`src/hw/rtl/mwst_pkg.sv`:
```
package mwst_pkg;

  typedef enum logic {
    CMD_SCHEDULE = 1'b0,
    CMD_QUERY    = 1'b1
  } cmd_e;

  typedef enum logic [1:0] {
    STAT_OK       = 2'd0,
    STAT_REVERSED = 2'd1,
    STAT_FULL     = 2'd2
  } status_e;

  typedef enum logic [1:0] {
    ST_IDLE,
    ST_SCAN,
    ST_PUSH
  } back_state_e;

  // Classification bits the front attaches to every queued item.
  typedef struct packed {
    cmd_e cmd;
    logic reversed;
    logic mode;
  } ctl_t;

  localparam int unsigned CTL_BITS = $bits(ctl_t);

  // One result item.
  typedef struct packed {
    status_e    status;
    logic [3:0] slot;
    logic       active;
    logic [4:0] total;
  } res_t;

endpackage

```
`src/hw/rtl/mwst_front.sv`:
```
module mwst_front #(
  parameter int unsigned TIME_BITS = 48
) (
  input  logic                                      in_valid_i,
  output logic                                      in_stall_o,
  input  logic                                      command_i,
  input  logic [TIME_BITS-1:0]                      window_start_time_i,
  input  logic [TIME_BITS-1:0]                      window_end_time_i,
  input  logic                                      window_mode_i,
  input  logic [TIME_BITS-1:0]                      query_time_i,
  output logic                                      push_o,
  input  logic                                      full_i,
  output logic [mwst_pkg::CTL_BITS+2*TIME_BITS-1:0] data_o
);
  import mwst_pkg::*;

  ctl_t                 ctl;
  logic [TIME_BITS-1:0] t_first;

  // Classify: flag a reversed window here so the back only tests the flag and the fill level.
  always_comb begin
    ctl.cmd      = cmd_e'(command_i);
    ctl.reversed = (window_end_time_i < window_start_time_i);
    ctl.mode     = window_mode_i;
    // A query carries its tick in the start slot.
    t_first      = (ctl.cmd == CMD_QUERY) ? query_time_i : window_start_time_i;
  end

  assign in_stall_o = full_i;
  assign push_o     = in_valid_i && !full_i;
  assign data_o     = {ctl, t_first, window_end_time_i};

endmodule

```
`src/hw/rtl/mwst_queue.sv`:
```
module mwst_queue #(
  parameter int unsigned WIDTH = 99
) (
  input  logic             clk_i,
  input  logic             rst_ni,
  input  logic             push_i,
  input  logic [WIDTH-1:0] data_i,
  output logic             full_o,
  output logic             valid_o,
  input  logic             pop_i,
  output logic [WIDTH-1:0] data_o
);

  logic [WIDTH-1:0] mem_q [2];
  logic             wr_ptr_q, wr_ptr_d;
  logic             rd_ptr_q, rd_ptr_d;
  logic [1:0]       fill_q, fill_d;

  always_comb begin
    wr_ptr_d = push_i ? ~wr_ptr_q : wr_ptr_q;
    rd_ptr_d = pop_i ? ~rd_ptr_q : rd_ptr_q;
    fill_d   = fill_q + {1'b0, push_i} - {1'b0, pop_i};
  end

  always_ff @(posedge clk_i or negedge rst_ni) begin
    if (!rst_ni) begin
      wr_ptr_q <= 1'b0;
      rd_ptr_q <= 1'b0;
      fill_q   <= 2'd0;
    end else begin
      wr_ptr_q <= wr_ptr_d;
      rd_ptr_q <= rd_ptr_d;
      fill_q   <= fill_d;
    end
  end

  always_ff @(posedge clk_i) begin
    if (push_i) begin
      mem_q[wr_ptr_q] <= data_i;
    end
  end

  assign full_o  = fill_q[1];
  assign valid_o = (fill_q != 2'd0);
  assign data_o  = mem_q[rd_ptr_q];

endmodule

```
`src/hw/rtl/mwst_back.sv`:
```
module mwst_back #(
  parameter int unsigned TABLE_DEPTH = 16,
  parameter int unsigned TIME_BITS   = 48
) (
  input  logic                                      clk_i,
  input  logic                                      rst_ni,
  input  logic                                      q_valid_i,
  input  logic [mwst_pkg::CTL_BITS+2*TIME_BITS-1:0] q_data_i,
  output logic                                      q_pop_o,
  output logic                                      out_valid_o,
  input  logic                                      out_stall_i,
  output mwst_pkg::res_t                            res_o
);
  import mwst_pkg::*;

  localparam int unsigned IDX_W = (TABLE_DEPTH > 1) ? $clog2(TABLE_DEPTH) : 1;
  localparam int unsigned CNT_W = $clog2(TABLE_DEPTH + 1);
  localparam logic [CNT_W-1:0] CNT_FULL = CNT_W'(TABLE_DEPTH);

  logic [TIME_BITS-1:0] start_mem [TABLE_DEPTH];
  logic [TIME_BITS-1:0] end_mem   [TABLE_DEPTH];
  logic                 mode_mem  [TABLE_DEPTH];

  back_state_e          state_q, state_d;
  logic [CNT_W-1:0]     count_q, count_d;
  logic [CNT_W-1:0]     rem_q, rem_d;
  logic [IDX_W-1:0]     addr_q, addr_d;
  logic                 pend_q, pend_d;
  logic                 out_vld_q, out_vld_d;
  logic [TIME_BITS-1:0] qtime_q, qtime_d;
  res_t                 res_q, res_d;
  res_t                 out_q, out_d;
  logic [TIME_BITS-1:0] rd_start_q, rd_end_q;
  logic                 rd_mode_q;

  ctl_t                 ctl;
  logic [TIME_BITS-1:0] t_first, t_second;
  logic [CNT_W-1:0]     cnt_inc;
  logic                 wr_en;
  logic                 hit;

  assign {ctl, t_first, t_second} = q_data_i;
  assign cnt_inc = count_q + CNT_W'(1);
  assign hit     = (qtime_q >= rd_start_q) && (qtime_q <= rd_end_q);

  always_comb begin
    state_d   = state_q;
    count_d   = count_q;
    rem_d     = rem_q;
    addr_d    = addr_q;
    pend_d    = 1'b0;
    qtime_d   = qtime_q;
    res_d     = res_q;
    out_d     = out_q;
    out_vld_d = out_vld_q;
    wr_en     = 1'b0;
    q_pop_o   = 1'b0;

    if (out_vld_q && !out_stall_i) begin
      out_vld_d = 1'b0;
    end

    unique case (state_q)
      ST_IDLE: begin
        if (q_valid_i) begin
          q_pop_o      = 1'b1;
          res_d.status = STAT_OK;
          res_d.slot   = 4'd0;
          res_d.active = 1'b0;
          res_d.total  = 5'(count_q);
          if (ctl.cmd == CMD_SCHEDULE) begin
            priority if (ctl.reversed) begin
              res_d.status = STAT_REVERSED;
            end else if (count_q == CNT_FULL) begin
              res_d.status = STAT_FULL;
            end else begin
              wr_en       = 1'b1;
              res_d.slot  = 4'(count_q);
              res_d.total = 5'(cnt_inc);
              count_d     = cnt_inc;
            end
            state_d = ST_PUSH;
          end else begin
            // Start the scan at the newest window.
            qtime_d = t_first;
            rem_d   = count_q;
            addr_d  = IDX_W'(count_q - CNT_W'(1));
            state_d = ST_SCAN;
          end
        end
      end
      ST_SCAN: begin
        priority if (pend_q && hit) begin
          res_d.active = rd_mode_q;
          state_d      = ST_PUSH;
        end else if (rem_q == '0) begin
          res_d.active = 1'b1;
          state_d      = ST_PUSH;
        end else begin
          pend_d = 1'b1;
          rem_d  = rem_q - CNT_W'(1);
          addr_d = addr_q - IDX_W'(1);
        end
      end
      ST_PUSH: begin
        if (!out_vld_q || !out_stall_i) begin
          out_vld_d = 1'b1;
          out_d     = res_q;
          state_d   = ST_IDLE;
        end
      end
      default: state_d = ST_IDLE;
    endcase
  end

  always_ff @(posedge clk_i or negedge rst_ni) begin
    if (!rst_ni) begin
      state_q   <= ST_IDLE;
      count_q   <= '0;
      rem_q     <= '0;
      addr_q    <= '0;
      pend_q    <= 1'b0;
      out_vld_q <= 1'b0;
    end else begin
      state_q   <= state_d;
      count_q   <= count_d;
      rem_q     <= rem_d;
      addr_q    <= addr_d;
      pend_q    <= pend_d;
      out_vld_q <= out_vld_d;
    end
  end

  always_ff @(posedge clk_i) begin
    qtime_q <= qtime_d;
    res_q   <= res_d;
    out_q   <= out_d;
  end

  // Window table: one write port, one registered read port.
  always_ff @(posedge clk_i) begin
    if (wr_en) begin
      start_mem[count_q[IDX_W-1:0]] <= t_first;
      end_mem[count_q[IDX_W-1:0]]   <= t_second;
      mode_mem[count_q[IDX_W-1:0]]  <= ctl.mode;
    end
    rd_start_q <= start_mem[addr_q];
    rd_end_q   <= end_mem[addr_q];
    rd_mode_q  <= mode_mem[addr_q];
  end

  assign out_valid_o = out_vld_q;
  assign res_o       = out_q;

endmodule

```
`src/hw/rtl/mode_window_schedule_table.sv`:
```
// Mode window schedule table.
// Input channel (in_valid_i / in_stall_o) carries one command per transfer:
// command_i = 0 appends the window [window_start_time_i, window_end_time_i]
// with window_mode_i, command_i = 1 asks the mode at query_time_i.
// Output channel (out_valid_o / out_stall_i) returns exactly one result per
// command, in order: status_o, slot_index_o, is_active_o, window_total_o.
// A command is registered in the queue, then in the back end's result
// register, then in the output register; a query scans the table in
// between, checking windows until one covers the tick (all stored ones
// when none does). The table has one read port and is scanned newest to
// oldest, one entry per cycle, stopping at the first hit. One item is
// worked on at a time; a two-entry queue in front lets up to two further
// commands be taken while the back end scans or waits.
// Reset clears the window count and all handshake state; table contents
// stay unknown but only written slots are ever used for a result.
// When the receiver stalls, the result holds on the output ports, the
// back end waits, and the queue fills until in_stall_o rises.
module mode_window_schedule_table #(
  parameter int unsigned TABLE_DEPTH = 16,
  parameter int unsigned TIME_BITS   = 48
) (
  input  logic                 clk_i,
  input  logic                 rst_ni,
  input  logic                 in_valid_i,
  output logic                 in_stall_o,
  input  logic                 command_i,
  input  logic [TIME_BITS-1:0] window_start_time_i,
  input  logic [TIME_BITS-1:0] window_end_time_i,
  input  logic                 window_mode_i,
  input  logic [TIME_BITS-1:0] query_time_i,
  output logic                 out_valid_o,
  input  logic                 out_stall_i,
  output logic [1:0]           status_o,
  output logic [3:0]           slot_index_o,
  output logic                 is_active_o,
  output logic [4:0]           window_total_o
);
  import mwst_pkg::*;

  localparam int unsigned ENTRY_W = CTL_BITS + 2 * TIME_BITS;

  logic               push;
  logic               full;
  logic [ENTRY_W-1:0] push_data;
  logic               q_valid;
  logic               q_pop;
  logic [ENTRY_W-1:0] q_data;
  res_t               res;

  // Front: classify and enqueue.
  mwst_front #(
    .TIME_BITS(TIME_BITS)
  ) u_front (
    .in_valid_i         (in_valid_i),
    .in_stall_o         (in_stall_o),
    .command_i          (command_i),
    .window_start_time_i(window_start_time_i),
    .window_end_time_i  (window_end_time_i),
    .window_mode_i      (window_mode_i),
    .query_time_i       (query_time_i),
    .push_o             (push),
    .full_i             (full),
    .data_o             (push_data)
  );

  // Decoupling queue between front and back.
  mwst_queue #(
    .WIDTH(ENTRY_W)
  ) u_queue (
    .clk_i  (clk_i),
    .rst_ni (rst_ni),
    .push_i (push),
    .data_i (push_data),
    .full_o (full),
    .valid_o(q_valid),
    .pop_i  (q_pop),
    .data_o (q_data)
  );

  // Back: table update, scan and output register.
  mwst_back #(
    .TABLE_DEPTH(TABLE_DEPTH),
    .TIME_BITS  (TIME_BITS)
  ) u_back (
    .clk_i      (clk_i),
    .rst_ni     (rst_ni),
    .q_valid_i  (q_valid),
    .q_data_i   (q_data),
    .q_pop_o    (q_pop),
    .out_valid_o(out_valid_o),
    .out_stall_i(out_stall_i),
    .res_o      (res)
  );

  assign status_o       = res.status;
  assign slot_index_o   = res.slot;
  assign is_active_o    = res.active;
  assign window_total_o = res.total;

endmodule

```
`config.mk`:
```
export PLATFORM = sky130hd
export DESIGN_NAME = mode_window_schedule_table
export DESIGN_NICKNAME = d
export VERILOG_FILES = /design/src/hw/rtl/mwst_pkg.sv /design/src/hw/rtl/mwst_front.sv /design/src/hw/rtl/mwst_queue.sv /design/src/hw/rtl/mwst_back.sv /design/src/hw/rtl/mode_window_schedule_table.sv
export SDC_FILE = /design/constraint.sdc
export NUM_CORES = 2
export LEC_CHECK = 0
export BUFFER_PORTS_ARGS = -buffer_cell sky130_fd_sc_hd__buf_2
export CELL_PAD_IN_SITES_DETAIL_PLACEMENT = 0
export CELL_PAD_IN_SITES_GLOBAL_PLACEMENT = 1
export CORE_AREA = 2 2 359 361
export DETAILED_ROUTE_END_ITERATION = 8
export DIE_AREA = 0 0 361 363
export PLACE_DENSITY = 0.86
export RECOVER_POWER = 100
export SLEW_MARGIN = 40
export SYNTH_ARGS = -nofsm -noshare
export SYNTH_HDL_FRONTEND = slang
export SYNTH_HIERARCHICAL = 1
export SYNTH_SLANG_ARGS = --single-unit
```
`constraint.sdc`:
```
create_clock -name clk_i -period 21.1 [get_ports clk_i]
set_input_delay 1.055 -clock clk_i [delete_from_list [all_inputs] [get_ports clk_i]]
set_output_delay 1.055 -clock clk_i [all_outputs]
set_load 0.01 [all_outputs]
```
==> impl_metrics.ini <==
[outcome]
status = complete, but fails checks
violations = capacitance limit, slew limit

[critical_path]
r2r-end = u_back/rd_end_q[20]
worst_r2r_path_depth = 6
r2r-start = u_back/addr_q[1]
critPathMaxStageDelay_ns = 3.44
path_class = reg -> reg
worst_setup_path_start_kind = register
crit_top_cell = clkbuf_1
path_buf_inv = 4
worstPathArrival_ns = 13.60
cp-end-kind = register
critPathMaxFanout = 77
crit_cells = 6
critPathRequiredTime_ns = 21.77
crit_slowest_cell = clkbuf_1
crit_chain = clkbuf_1, clkbuf_1, clkbuf_1, buf_6, mux4_2, mux4_2
r2r_slack_ns = 8.17
cp_top_family = buffers and inverters

[logic_synthesis]
synth-simple-area-share = 0.0148
synthMostInstantiatedCell = edfxtp_1
synth.avg_cell_area_um2 = 21.9
ys_seq_area_frac = 0.756
synth_top_area_share = 0.723
synth_top_family_by_area = multiplexers
yosys-top-cells-count = edfxtp_1, mux4_2, inv_1, ha_1, mux2_4
async_flop_share = 0.0113
synth-compound-area-share = 0.0157
synth_edf_count = 1822
synth-seq-cells = 1941
synth_mux_area_frac = 0.165
syn-cell-area_mm2 = 0.0757
synth_top_cell_by_area = edfxtp_1
synthesis.nets = 3755
yosysWarnings = 6
netlist-cell-type-count = 75
synth_xor_xnor_area_share = 0.00136
synthCells = 3453
yosys-top-cells-area = edfxtp_1, mux4_2, dfxtp_1, ha_1, mux2_4
synth_flop_cell = edfxtp_1
synth_fa_ha_area_frac = 0.0251

[clocking]
ctsHoldBuffers = 0
numCtsBuffers = 184
clkTransAtPathRegs_ns = 0.07
clock_sinks = 1941
cts_tree = done
root_buffer = clkbuf_16
cts_max_path_buffers = 3
ctsResizeCount = 0
htree_levels = 4
clock_latency_ns = 0.82
cts_setup_buffers = 0

[cells_and_area]
finalNonFillerCells = 5508
syn2layout_area_growth_pct = 10.2
ff_latch_area_mm2 = 0.0572
fillerInstances = 7998
drive_gt1_frac = 0.234
multiInputGateArea_mm2 = 0.0164
final_net_count = 3985

[placement]
pre_cts_slack_ns = 15.38
dpl.cell_count = 5158
io_buffers = 163
gp_congestion = 0.825
hpwl_um = 94900

[power]
totalPowerFinal_w = 0.0113
p_per_area_mw_per_mm2 = 136
peakVddDrop_mv = 0.111
p_leak_nw = 27.5

[min_path]
min_path_type = reg -> reg
worstHoldEndpoint = u_back/res_o[10]
hold_path_depth = 0
min-delay-start = u_back/res_q[10]

[timing]
period_needed_ns = 12.93
layout_setup_ws_ns = 8.17
rsz0062_at_grt = false
slew_headroom = -4.72
setup_tns_ns = 0
hold_viol = 0
hold_slack_ns = 0.426
max_freq_mhz = 77.3
slew_viol_final = 2370
setup_viol = 0
fin_worst_skew_ns = 0.0292
worstMarginPinSlew_ns = 8.58
period_share = 0.613

[die]
rows = 131
die_area_mm2 = 0.131
start_util = 0.596
io_pins = 164
die_x_um = 361
die_y_um = 363
core_mm2 = 0.127

[grt]
grt_pass1_vias = 36800
antenna_found_initial = 6
grt_start_max_net_pins = 98
grt_pass1_wl_um = 249000
grt-ovfl-total = 0
grt_use_total = 0.265

[detailed_routing]
route.detailed.drc = 0
routedWlPerCell_um = 31.0
first_pass_iters = 8
totalWireLength_um = 171000
via_count = 35600
vias_per_cell = 6.46
drt_iter0_markers = 3849
ant_nets = 0

[flow_run]
max-cap-violations = 58
## per-layer routing
metal | wire length, um | track usage | up-vias
li1 | - | - | 14600
met1 | 64200 | 0.361 | 18700
met2 | 85600 | 0.439 | 1950
met3 | 16600 | 0.0556 | 308
met4 | 4500 | 0.0764 | 4
met5 | 25 | 0 | -
## cell type report
| cell class | instances | area share |
|---|---|---|
| Multi-Input combinational cell | 1166 | 0.197 |
| Sequential cell | 1941 | 0.686 |
| Inverter | 158 | 0.00711 |
| Antenna cell | 4 | 0.000120 |
| Clock buffer | 251 | 0.0610 |
| Tap cell | 1662 | 0.0249 |
| Timing Repair Buffer | 232 | 0.0134 |
| Clock inverter | 94 | 0.0103 |
## how the worst max path moves through the flow
stage                                    endpoint             start
after floorplan              u_back/end_mem[0][0]  u_queue/rd_ptr_q
after global routing        u_back/rd_start_q[20]  u_back/addr_q[1]
after global placement    u_back/start_mem[3][26]  u_queue/rd_ptr_q
after CTS                 u_back/start_mem[5][30]  u_queue/rd_ptr_q
final                         u_back/rd_end_q[20]  u_back/addr_q[1]
after detailed placement    u_back/end_mem[5][29]  u_queue/rd_ptr_q
## registers in the layout (all words and copies together) (netlist names), 12 cells and up
| name | cells |
|---|---|
| u_back/qtime_q | 48 |
| u_queue/mem_q | 198 |
| u_back/res_q | 12 |
| u_back/rd_start_q | 48 |
| u_back/end_mem | 768 |
| u_back/start_mem | 768 |
| u_back/res_o | 12 |
| u_back/rd_end_q | 48 |
| u_back/mode_mem | 16 |
## report_power, final
group | total [W] | switching, W | internal, W
registers | 0.00515 | 0.000189 | 0.00496
clock network | 0.00324 | 0.00142 | 0.00182
logic | 0.00293 | 0.00161 | 0.00132
total | 0.0113 | 0.00322 | 0.00811
## metrics by stage
step	utilization	area [um^2]
floorplan	-	75700
global placement	0.615	78100
detailed placement	0.618	78500
CTS	0.665	84400
global route	0.656	83400
finish	0.657	83400
## cells by family after synthesis
family / Yosys count
flip-flops: 1941
buffers and inverters: 346
AND/OR/NAND/NOR: 221
multiplexers: 591
XOR/XNOR: 10
AO/OA/AOI/OAI: 192
adder cells (fa/ha/maj): 152
## cell usage in the layout, fill, tap and decap left out, types with 4 or more instances in the layout
cell type,instances
diode_2,4
nor3_1,14
o211ai_1,4
clkinvlp_4,5
ha_1,152
clkinv_2,37
buf_2,97
nand2b_1,6
a21o_1,18
inv_1,157
edfxtp_1,1822
nor4b_1,4
a31oi_1,4
clkbuf_1,169
buf_6,5
xor2_1,4
clkbuf_16,186
inv_6,8
mux2_1,99
nand2_1,85
o21ai_0,71
clkbuf_8,19
nor2b_1,5
a221oi_1,5
mux4_2,485
a211oi_1,5
clkinv_8,4
and2_0,7
a21oi_1,53
xnor2_1,5
clkinv_1,25
bufinv_16,10
nor2_1,28
dfrtp_1,20
nand3_1,17
dfxtp_1,97
nand4_1,29
Note: power is estimated with default switching activity, not from simulation.
